===== config.mk =====
export PLATFORM = sky130hd
export DESIGN_NAME = hbss_ctrl
export DESIGN_NICKNAME = d
export VERILOG_FILES = /design/src/hw/rtl/hbss_pkg.sv /design/src/hw/rtl/hbss_ctrl.sv
export SDC_FILE = /design/constraint.sdc
export NUM_CORES = 1
export LEC_CHECK = 0
export BUFFER_PORTS_ARGS = -buffer_cell sky130_fd_sc_hd__buf_2
export CORE_ASPECT_RATIO = 1.5
export CORE_MARGIN = 4
export CORE_UTILIZATION = 40
export DETAILED_ROUTE_END_ITERATION = 7
export PLACE_DENSITY = 0.69
export SYNTH_ARGS = -nofsm -noshare
export SYNTH_HDL_FRONTEND = slang
export SYNTH_SLANG_ARGS = --single-unit

===== constraint.sdc =====
create_clock -name clk_i -period 1.6 [get_ports clk_i]
set_input_delay 0.08 -clock clk_i [delete_from_list [all_inputs] [get_ports clk_i]]
set_output_delay 0.08 -clock clk_i [all_outputs]
set_load 0.02 [all_outputs]

===== src/hw/rtl/hbss_pkg.sv =====
package hbss_pkg;

  // Default number of slots in each id table
  localparam int unsigned TableSlotsDef = 128;
  localparam int unsigned IdW           = 32;
  localparam int unsigned CntOutW       = 7;

  typedef enum logic [1:0] {
    CMD_SCHED   = 2'd0,
    CMD_DESCHED = 2'd1,
    CMD_TICK    = 2'd2,
    CMD_NOP     = 2'd3
  } cmd_e;

  typedef enum logic [1:0] {
    ST_OK         = 2'd0,
    ST_ZERO_ID    = 2'd1,
    ST_SCHED_FULL = 2'd2,
    ST_BLK_FULL   = 2'd3
  } status_e;

  typedef enum logic [4:0] {
    S_IDLE,
    S_DISP,
    S_HOME_WAIT,
    S_SB_RD,
    S_SB_CHK,
    S_PL_RD,
    S_PL_CHK,
    S_DR_RD,
    S_DR_CHK,
    S_CL_SET,
    S_CL_RD,
    S_CL_CHK,
    S_CL_HOME,
    S_CL_NEXT,
    S_BLK,
    S_BLK_HOME,
    S_RESP,
    S_TK_EMPTY,
    S_TK_RD,
    S_TK_CHK
  } state_e;

  // Commands from the controller to the datapath
  typedef struct packed {
    logic    cap;
    logic    home_start;
    logic    ptr_home;
    logic    ptr_zero;
    logic    ptr_adv;
    logic    ptr_from_j;
    logic    j_from_ptr;
    logic    j_inc;
    logic    rd;
    logic    tsel_we;
    logic    tsel_blk;
    logic    wr_key;
    logic    clr_slot;
    logic    key_from_rd;
    logic    key_from_id;
    logic    st_we;
    status_e st_val;
    logic    emit_resp;
    logic    emit_tick;
    logic    k_clr;
    logic    k_inc;
    logic    clear_all;
  } ctrl_t;

  // Status from the datapath to the controller
  typedef struct packed {
    cmd_e cmd;
    logic id_zero;
    logic hit;
    logic empty;
    logic sched_full;
    logic blk_full;
    logic sched_empty;
    logic last_k;
    logic home_done;
    logic out_free;
  } stat_t;

endpackage


===== src/hw/rtl/hbss_ctrl.sv =====
module hbss_ctrl (
  input  logic            clk_i,
  input  logic            rst_ni,
  input  logic            in_valid_i,
  input  hbss_pkg::stat_t stat_i,
  output hbss_pkg::ctrl_t ctrl_o,
  output logic            in_stall_o
);
  import hbss_pkg::*;

  state_e state_q, state_d;
  state_e after_q, after_d;   // where to go once the home slot is known
  state_e plret_q, plret_d;   // where to go once a placement is done

  always_ff @(posedge clk_i or negedge rst_ni) begin
    if (!rst_ni) begin
      state_q <= S_IDLE;
      after_q <= S_IDLE;
      plret_q <= S_IDLE;
    end else begin
      state_q <= state_d;
      after_q <= after_d;
      plret_q <= plret_d;
    end
  end

  assign in_stall_o = (state_q != S_IDLE);

  // Next state and commands
  always_comb begin
    state_d = state_q;
    after_d = after_q;
    plret_d = plret_q;
    ctrl_o  = '0;
    unique case (state_q)
      S_IDLE: begin
        if (in_valid_i) begin
          ctrl_o.cap = 1'b1;
          state_d    = S_DISP;
        end
      end
      S_DISP: begin
        unique case (stat_i.cmd)
          CMD_SCHED, CMD_DESCHED: begin
            if (stat_i.id_zero) begin
              ctrl_o.st_we  = 1'b1;
              ctrl_o.st_val = ST_ZERO_ID;
              state_d       = S_RESP;
            end else begin
              ctrl_o.tsel_we    = 1'b1;
              ctrl_o.tsel_blk   = (stat_i.cmd == CMD_SCHED);
              ctrl_o.home_start = 1'b1;
              after_d           = (stat_i.cmd == CMD_SCHED) ? S_SB_RD : S_DR_RD;
              state_d           = S_HOME_WAIT;
            end
          end
          CMD_TICK: begin
            ctrl_o.tsel_we  = 1'b1;
            ctrl_o.tsel_blk = 1'b0;
            ctrl_o.ptr_zero = 1'b1;
            ctrl_o.k_clr    = 1'b1;
            state_d         = stat_i.sched_empty ? S_TK_EMPTY : S_TK_RD;
          end
          default: state_d = S_RESP;
        endcase
      end
      S_HOME_WAIT: begin
        if (stat_i.home_done) begin
          ctrl_o.ptr_home = 1'b1;
          state_d         = after_q;
        end
      end
      // Lookup in the blocked set
      S_SB_RD: begin
        ctrl_o.rd = 1'b1;
        state_d   = S_SB_CHK;
      end
      S_SB_CHK: begin
        if (stat_i.hit) begin
          state_d = S_RESP;
        end else if (stat_i.empty) begin
          if (stat_i.sched_full) begin
            ctrl_o.st_we  = 1'b1;
            ctrl_o.st_val = ST_SCHED_FULL;
            state_d       = S_RESP;
          end else begin
            ctrl_o.tsel_we    = 1'b1;
            ctrl_o.tsel_blk   = 1'b0;
            ctrl_o.home_start = 1'b1;
            after_d           = S_PL_RD;
            plret_d           = S_RESP;
            state_d           = S_HOME_WAIT;
          end
        end else begin
          ctrl_o.ptr_adv = 1'b1;
          state_d        = S_SB_RD;
        end
      end
      // Placement probe
      S_PL_RD: begin
        ctrl_o.rd = 1'b1;
        state_d   = S_PL_CHK;
      end
      S_PL_CHK: begin
        if (stat_i.empty) begin
          ctrl_o.wr_key = 1'b1;
          state_d       = plret_q;
        end else if (stat_i.hit) begin
          state_d = plret_q;
        end else begin
          ctrl_o.ptr_adv = 1'b1;
          state_d        = S_PL_RD;
        end
      end
      // Removal probe in the scheduled set
      S_DR_RD: begin
        ctrl_o.rd = 1'b1;
        state_d   = S_DR_CHK;
      end
      S_DR_CHK: begin
        if (stat_i.empty) begin
          state_d = S_BLK;
        end else if (stat_i.hit) begin
          ctrl_o.clr_slot   = 1'b1;
          ctrl_o.j_from_ptr = 1'b1;
          state_d           = S_CL_SET;
        end else begin
          ctrl_o.ptr_adv = 1'b1;
          state_d        = S_DR_RD;
        end
      end
      // Re-insert the rest of the cluster
      S_CL_SET: begin
        ctrl_o.ptr_from_j = 1'b1;
        state_d           = S_CL_RD;
      end
      S_CL_RD: begin
        ctrl_o.rd = 1'b1;
        state_d   = S_CL_CHK;
      end
      S_CL_CHK: begin
        if (stat_i.empty) begin
          state_d = S_BLK;
        end else begin
          ctrl_o.key_from_rd = 1'b1;
          ctrl_o.clr_slot    = 1'b1;
          state_d            = S_CL_HOME;
        end
      end
      S_CL_HOME: begin
        ctrl_o.home_start = 1'b1;
        after_d           = S_PL_RD;
        plret_d           = S_CL_NEXT;
        state_d           = S_HOME_WAIT;
      end
      S_CL_NEXT: begin
        ctrl_o.j_inc = 1'b1;
        state_d      = S_CL_SET;
      end
      // Add to the blocked set
      S_BLK: begin
        ctrl_o.key_from_id = 1'b1;
        ctrl_o.tsel_we     = 1'b1;
        ctrl_o.tsel_blk    = 1'b1;
        if (stat_i.blk_full) begin
          ctrl_o.st_we  = 1'b1;
          ctrl_o.st_val = ST_BLK_FULL;
          state_d       = S_RESP;
        end else begin
          state_d = S_BLK_HOME;
        end
      end
      S_BLK_HOME: begin
        ctrl_o.home_start = 1'b1;
        after_d           = S_PL_RD;
        plret_d           = S_RESP;
        state_d           = S_HOME_WAIT;
      end
      S_RESP: begin
        if (stat_i.out_free) begin
          ctrl_o.emit_resp = 1'b1;
          state_d          = S_IDLE;
        end
      end
      // Heartbeat
      S_TK_EMPTY: begin
        if (stat_i.out_free) begin
          ctrl_o.emit_tick = 1'b1;
          ctrl_o.clear_all = 1'b1;
          state_d          = S_IDLE;
        end
      end
      S_TK_RD: begin
        ctrl_o.rd = 1'b1;
        state_d   = S_TK_CHK;
      end
      S_TK_CHK: begin
        if (stat_i.empty) begin
          ctrl_o.ptr_adv = 1'b1;
          state_d        = S_TK_RD;
        end else if (stat_i.out_free) begin
          ctrl_o.emit_tick = 1'b1;
          if (stat_i.last_k) begin
            ctrl_o.clear_all = 1'b1;
            state_d          = S_IDLE;
          end else begin
            ctrl_o.k_inc   = 1'b1;
            ctrl_o.ptr_adv = 1'b1;
            state_d        = S_TK_RD;
          end
        end
      end
      default: state_d = S_IDLE;
    endcase
  end

endmodule


==> flow_summary.json, run 1 <==
{
  "status": "finished with violations",
  "violations": "negative setup slack",
  "avgViaCountPerCell": 6.27,
  "ys_types": 44,
  "max_freq_mhz": 502,
  "ios": 38,
  "grt_pass1_wl_um": 7790,
  "r2r_cells": 9,
  "yosysTopAreaCell": "dfrtp_1",
  "synthCells": 162,
  "portBuffers": 37,
  "cts_tree": "built",
  "fin_skew_ps": 7.61,
  "crit_fanout": 7,
  "setup_viol": 30,
  "synth-main-ff-cell": "dfrtp_1",
  "yosysSeqAreaShare_pct": 22.6,
  "pre_cts_slack_ps": -159,
  "hpwlAfterDp_um": 3150,
  "fin_ws_ps": -393,
  "cts.sinks": 10,
  "grt_usage_pct": 28.2,
  "drcViolationCount": 0,
  "p_leak_nw": 1.00,
  "cts_root_buf": "clkbuf_8",
  "fp.coreArea_um2": 2680,
  "drtIter0Drc": 69,
  "ir_drop_v": 0.000990,
  "finalHoldViolCount": 0,
  "fp.dieArea_um2": 3700,
  "required_ps": 1520,
  "synthArstFlopShare_pct": 100,
  "grt_setup_unrepaired": "yes",
  "worst_slew_pin_slew_ps": 390,
  "die_w_um": 51.0,
  "insertion_delay_ps": 250,
  "cts.reportedPaths.clkPinSlew_ps": 50,
  "overflow": 0,
  "detail_route.wl_per_cell_um": 20.5,
  "p_per_area_nw_per_um2": 1690,
  "htree_levels": 1,
  "rr_startpoint": "state_q[4]",
  "place.gp.congestion": 0.975,
  "syn_to_final_growth_pct": 101,
  "relSlewSlack_pct": 73.9,
  "crit_type": "register to primary output",
  "slew_violations": 0,
  "num_antenna_cells": 0,
  "reg2reg_slack_ps": -310,
  "syn_area_per_cell_um2": 6.84,
  "final_layout_size_suffix_gt1_share_pct": 64.6,
  "synth_area_um2": 1110,
  "arrival_ps": 1910,
  "yosysTopAreaCellShare_pct": 22.6,
  "rows": 23,
  "die_h_um": 72.5,
  "fin_crit_ps": 1990,
  "syn-num-nets": 176,
  "initial_core_util_pct": 41.4,
  "period_share_pct": 125,
  "total_power_mw": 3.77,
  "setup_tns_ps": -6030,
  "cts_buffer_depth": 2,
  "num_vias": 1736,
  "numCtsBuffers": 3,
  "cp-startpoint": "state_q[4]",
  "wl_um": 5690,
  "fin_nets": 255,
  "hp-class": "input pin to async pin",
  "ys_ff_latch": 10,
  "cap_violations": 0,
  "ys_warn_count": 0,
  "ys_top_cells_by_area": "dfrtp_1, a21oi_1, o21ai_0, nand2_1, nor2_1",
  "r2r-end": "state_q[0]",
  "drtPass1Iterations": 4,
  "endpoint_kind": "primary output",
  "start_kind": "register",
  "antenna_found_initial": 0,
  "synth_edf_count": 0,
  "grt_max_degree": 17,
  "grt_pass1_vias": 1642,
  "ant_nets": 0
}
cell families after synthesis:
| logic type | Yosys count | share of synthesized area (%) |
|---|---|---|
| simple gates | 78 | 36.7 |
| compound gates | 50 | 28.4 |
| buf+inv | 21 | 9.59 |
| flops | 10 | 22.6 |
| mux | 2 | 1.92 |
| xor+xnor | 1 | 0.790 |
where the power goes:
group          total (mW)  switching, mW  internal [mW]
clock               0.333          0.116          0.218
combinational        2.96           1.52           1.44
sequential          0.473          0.126          0.347
total                3.77           1.76           2.01
metrics by stage:
stage | std cells | hold WS [ps] | util [%] | area [um^2]
floorplan | 162 | -216 | - | 1180
global placement | 249 | -46.7 | 57.1 | 1530
detailed placement | 249 | -42.7 | 57.1 | 1530
CTS | 268 | 186 | 74.8 | 2000
global route | 277 | 238 | 83.1 | 2220
finish | 277 | 220 | 83.1 | 2220
cells in the final DEF, fill, tap and decap left out, drive strengths merged, types with 5 or more instances in the layout:
cell type	count
buf	87
nand2	18
nor2	16
a21oi	15
o21ai	15
dfrtp	10
nand2b	8
nor3	8
inv	7
nand3	5
flip-flops by register name, summed over array words and instances (netlist names):
signal / count
state_q: 5
after_q: 3
plret_q: 2
how the worst max path moves through the flow:
| stage | end | slack [ps] | cells after the start |
|---|---|---|---|
| CTS | ctrl_o[21] | -300 | 6 |
| detailed placement | state_q[0] | -160 | 6 |
| floorplan | ctrl_o[7] | -90 | 6 |
| finish | ctrl_o[13] | -390 | 6 |
| global route | ctrl_o[13] | -390 | 6 |
| global placement | ctrl_o[12] | -140 | 6 |
timing repair:
item / 4_1_cts / 5_1_grt
buffers inserted: 14 / 12
endpoints found under the hold margin: 10 / 0
gates resized for setup: 91 / 37
hold buffers: 1 / 0
pin swaps: 22 / 26
endpoints found under the setup margin: 30 / 34
area by class of cell:
| type | instances | area (um^2) |
|---|---|---|
| multi-input cells | 131 | 1090 |
| repair buffers | 88 | 753 |
| well taps | 37 | 46.3 |
| inverters | 7 | 26.3 |
| clock buffers | 4 | 55.1 |
| fillers | 151 | 452 |
| flip-flops and latches | 10 | 256 |
layer usage:
metal | part of all wire, % | GRT usage, % | wire length (um) | up-vias
met5 | 0 | 0 | 0 | -
met4 | 7.8 | 23.7 | 445 | 0
met3 | 4.5 | 3.08 | 257 | 37
met2 | 52 | 49.5 | 2970 | 96
met1 | 35 | 29.2 | 2010 | 853
li1 | - | - | - | 750
cell usage after synthesis (3+ instances only):
cell / count
nand2_1: 18
nor2_1: 15
a21oi_1: 14
o21ai_0: 14
dfrtp_1: 10
nand2b_1: 8
buf_2: 7
inv_1: 7
nor3_1: 7
nand3_1: 5
and3_1: 4
clkbuf_1: 4
or3_1: 4
nand4_1: 3
o22ai_1: 3
critical path, stage by stage, from the launching register on:
cell and delay (ps):
dfrtp_2 450, nand2b_4 170, or4_4 460, buf_6 170, nor2_4 120, a211o_1 160, buf_6 130
No activity file was read; power rests on OpenSTA's default activity.
==> run 2, diff against run 1 <==
- CORE_UTILIZATION: 40 -> 30
- CTS_CLUSTER_SIZE: default -> 8
- PLACE_DENSITY: 0.69 -> default
==> run 2 against run 1 <==
The flow still finishes with violations (negative setup slack). Sequential cell count did not move. Combinational power fell by 8.4%. Total power fell by 7.2%. Cell count rose by 3.2%. Critical path type unchanged. Critical endpoint is now ctrl_o[21]. Largest power group unchanged. Highest routed layer unchanged.
==> flow_summary.json, run 2 (same netlist as run 1, synthesis figures left out) <==
{
  "grt_max_degree": 11,
  "finalHoldViolCount": 0,
  "drtIter0Drc": 95,
  "worst_slew_pin_slew_ps": 359,
  "ant_nets": 0,
  "cts_tree": "built",
  "fillCellCount": 286,
  "arrival_ps": 1820,
  "final_layout_size_suffix_gt1_share_pct": 59.8,
  "violations": "negative setup slack",
  "fin_ws_ps": -299,
  "max_freq_mhz": 527,
  "overflow": 0,
  "cts_root_buf": "clkbuf_8",
  "num_antenna_cells": 0,
  "r2r_cells": 6,
  "antenna_found_initial": 0,
  "grt_pass1_vias": 1524,
  "grt_pass1_wl_um": 7000,
  "syn_to_final_growth_pct": 98.2,
  "slew_violations": 0,
  "htree_levels": 1,
  "fin_crit_ps": 1900,
  "cts.sinks": 10,
  "crit_fanout": 4,
  "p_leak_nw": 1.01,
  "die_h_um": 82.5,
  "layout_common_cells": "buf_4, buf_6, buf_2, nand2_1",
  "setup_viol": 29,
  "cts_buffer_depth": 2,
  "hp-class": "input pin to register",
  "detail_route.wl_per_cell_um": 16.6,
  "required_ps": 1520,
  "start_kind": "register",
  "rows": 26,
  "final_util_pct": 63.1,
  "initial_core_util_pct": 31.8,
  "grt_setup_unrepaired": "yes",
  "avgViaCountPerCell": 5.57,
  "dpl-instance-area_um2": 1620,
  "cts.reportedPaths.clkPinSlew_ps": 50,
  "fin_nets": 259,
  "whs_path_depth": 3,
  "wl_um": 4740,
  "insertion_delay_ps": 240,
  "grt_usage_pct": 18.7,
  "numCtsBuffers": 3,
  "drtPass1Iterations": 4,
  "place.gp.congestion": 0.892,
  "fp.coreArea_um2": 3480,
  "largest_register_ffs": 5,
  "cap_violations": 0,
  "drcViolationCount": 0,
  "finish.instance_area_um2": 2200,
  "hpwlAfterDp_um": 3220,
  "relSlewSlack_pct": 75.8,
  "status": "finished with violations",
  "ios": 38,
  "largest-register": "state_q",
  "final_common_cell": "buf_4",
  "largest_registers": "state_q (5), after_q (3), plret_q (2)",
  "die_w_um": 57.6,
  "crit_type": "register to primary output",
  "portBuffers": 37,
  "fin_skew_ps": 0.349,
  "num_vias": 1592,
  "ir_drop_v": 0.00116,
  "period_share_pct": 119,
  "p_per_area_nw_per_um2": 1590,
  "fp.dieArea_um2": 4750,
  "endpoint_kind": "primary output"
}
## run 2: repair_timing
action / CTS / global route
setup endpoints to repair: 28 / 32
hold endpoints to repair: 10 / 0
pin swaps: 17 / 14
gates cloned: 0 / 0
hold buffers: 1 / 0
setup buffers: 10 / 7
resized for setup: 62 / 50
## run 2: area by class of cell
cell class | count | area [um^2] | share of cell area [%]
Timing Repair Buffer | 92 | 769 | 35.0
Clock buffer | 4 | 55.1 | 2.51
Tap cell | 42 | 52.6 | 2.39
Multi-Input combinational cell | 131 | 1030 | 46.9
Inverter | 7 | 33.8 | 1.54
Sequential cell | 10 | 255 | 11.6
## run 2: layer usage
layer	wire (um)	GRT usage, %
met1	1710	20.5
met2	2670	35.9
met3	247	1.56
met4	112	8.12
met5	0	0
## run 2: worst max-delay path, cell delays in order, from the launching register on
cell	delay [ps]
dfrtp_1	420
buf_6	140
or4_4	540
a211oi_2	210
a21oi_2	70
nand2_1	80
buf_6	120
## run 2: where the power goes
group | total (mW) | internal, mW | switching, mW
logic | 2.71 | 1.38 | 1.33
clock network | 0.321 | 0.217 | 0.104
registers | 0.472 | 0.344 | 0.128
total | 3.50 | 1.94 | 1.56
## run 2: per-stage QoR
stage | TNS, ps | power [mW] | std cells | setup WS, ps | hold slack (ps)
2_1_floorplan | -377 | 1.55 | 162 | -93.5 | -216
3_3_place_gp | -530 | 2.30 | 265 | -92.2 | -51.5
3_5_place_dp | -616 | 2.30 | 265 | -105 | -52.5
4_1_cts | -3500 | 3.08 | 280 | -320 | 158
5_1_grt | -5250 | 3.69 | 286 | -345 | 171
6_report | -3930 | 3.50 | 286 | -299 | 148
## run 2: worst paths after layout
kind                                  from    endpoint  slack (ps)
min in group asynchronous           rst_ni  plret_q[4]         230
worst max register to register  state_q[4]  plret_q[3]        -210
worst max-delay path            state_q[4]  ctrl_o[21]        -300
worst min register to register  after_q[0]  after_q[0]         490
worst min-delay path             stat_i[3]  state_q[0]         150
max in group asynchronous           rst_ni  state_q[0]        1160
==> run 3, diff against run 2 <==
- clock period: 1.6 -> 2.1 ns (I/O delays scaled with it)
==> run 3 against run 2 <==
The flow now finishes without violations. Clock-buffer cell count is the same. Total power shrank 51%. Sequential power shrank 24%. Sequential cell count is the same. Clock power shrank 24%. Non-clock buffer count shrank 41. Combinational power shrank 58%. Critical path type unchanged. Critical endpoint is now ctrl_o[12]. Largest cell class unchanged.
==> flow_summary.json, run 3 (same netlist as run 1, synthesis figures left out) <==
{
  "status": "completed",
  "ant_nets": 0,
  "wl_um": 3660,
  "layout_common_cells": "buf_2, nand2_1, nor2_1, o21ai_0, a21oi_1",
  "largest_register_ffs": 5,
  "cts_root_buf": "clkbuf_8",
  "grt_setup_unrepaired": "no",
  "final_common_cell": "buf_2",
  "start_kind": "register",
  "portBuffers": 37,
  "drtPass1Iterations": 5,
  "p_leak_nw": 0.691,
  "pre_cts_slack_ps": 273,
  "grtUsageMet3_pct": 0.778,
  "avgViaCountPerCell": 5.53,
  "max_freq_mhz": 498,
  "seq_area_um2": 253,
  "crit_type": "register to primary output",
  "final_layout_size_suffix_gt1_share_pct": 33.5,
  "largest-register": "state_q",
  "num_vias": 1355,
  "setup_viol": 0,
  "largest_registers": "state_q (5), after_q (3), plret_q (2)",
  "grt_pass1_wl_um": 6000,
  "hpwlAfterDp_um": 2900,
  "p_per_area_nw_per_um2": 1190,
  "setup_tns_ps": 0,
  "rows": 26,
  "cts_tree": "built",
  "relSlewSlack_pct": 71.3,
  "cts.reportedPaths.clkPinSlew_ps": 50,
  "slew_violations": 0,
  "drtIter0Drc": 82,
  "die_w_um": 57.6,
  "initial_core_util_pct": 31.8,
  "worst_slew_pin_slew_ps": 428,
  "ios": 38,
  "arrival_ps": 1900,
  "fin_skew_ps": 2.78,
  "die_h_um": 82.5,
  "syn_to_final_growth_pct": 30.7,
  "gr-max-usage-layer": "met2",
  "fillCellCount": 383,
  "required_ps": 2000,
  "fp.coreArea_um2": 3480,
  "numCtsBuffers": 3,
  "grt_usage_pct": 16.0,
  "grt_max_degree": 17,
  "grtUsageMet1_pct": 20.6,
  "antenna_found_initial": 0,
  "grt_pass1_vias": 1277,
  "fin_ws_ps": 91.3,
  "endpoint_kind": "primary output",
  "ir_drop_v": 0.000642,
  "insertion_delay_ps": 240,
  "fin_nets": 218,
  "drcViolationCount": 0,
  "use_met2_pct": 28.4,
  "finalHoldViolCount": 0,
  "cap_violations": 0,
  "place.gp.congestion": 0.916,
  "period_share_pct": 95.7,
  "hp-class": "input pin to register",
  "multi_input_area_um2": 769,
  "htree_levels": 1,
  "final_util_pct": 41.6,
  "overflow": 0,
  "cts.sinks": 10,
  "num_antenna_cells": 0,
  "fin_crit_ps": 2010,
  "fp.dieArea_um2": 4750,
  "cts_buffer_depth": 2,
  "crit_fanout": 7,
  "detail_route.wl_per_cell_um": 14.9
}
[run 3: final timing paths]
kind                                 start    endpoint  slack, ps  cells after the start
worst max-delay path            state_q[0]  ctrl_o[12]         90                      6
worst min-delay path             stat_i[9]  after_q[2]        200                      3
worst max register to register  state_q[4]  after_q[1]        380                      5
worst min register to register  after_q[0]  after_q[0]        480                      1
max in group asynchronous           rst_ni  state_q[2]       1630                      2
min in group asynchronous           rst_ni  state_q[4]        260                      2
[run 3: worst max-delay path, cell delays in order, from the launching register on]
cell	delay, ps
dfrtp_1	470
nand2b_1	160
or4_1	440
nand2b_1	200
nor2_1	130
or2_2	120
buf_2	150
[run 3: layer usage]
metal	share of wire (%)	wire, um
met5	0	0
met4	1.3	46
met3	8.0	294
met2	49	1800
met1	41	1520
[run 3: power breakdown]
part / internal (mW) / switching [mW] / leakage [nW] / total [mW]
sequential: 0.260 / 0.0970 / 0.115 / 0.357
combinational: 0.457 / 0.670 / 0.547 / 1.13
clock: 0.165 / 0.0787 / 0.0288 / 0.244
total: 0.882 / 0.846 / 0.691 / 1.73
[run 3: metrics by stage]
stage	hold slack (ps)	area [um^2]	total power, mW	instances
floorplan	-191	1110	1.11	162
global placement	-22.7	1360	1.43	239
detailed placement	-23.3	1360	1.43	239
CTS	196	1420	1.68	244
global route	199	1450	1.86	245
finish	196	1450	1.73	245
[run 3: cell type report]
class | instances | share of cell area [%]
sequential | 10 | 17.4
multi-input combinational | 131 | 53.1
timing repair buffer | 51 | 20.2
inverter | 7 | 1.81
tap | 42 | 3.63
clock buffer | 4 | 3.80
[run 3: what timing repair did]
| action | in CTS | in global routing |
|---|---|---|
| hold buffers | 1 | 0 |
| hold endpoints to repair | 10 | 0 |
| resized for setup | 0 | 6 |
| setup endpoints to repair | 0 | 6 |
| setup buffers | 0 | 1 |
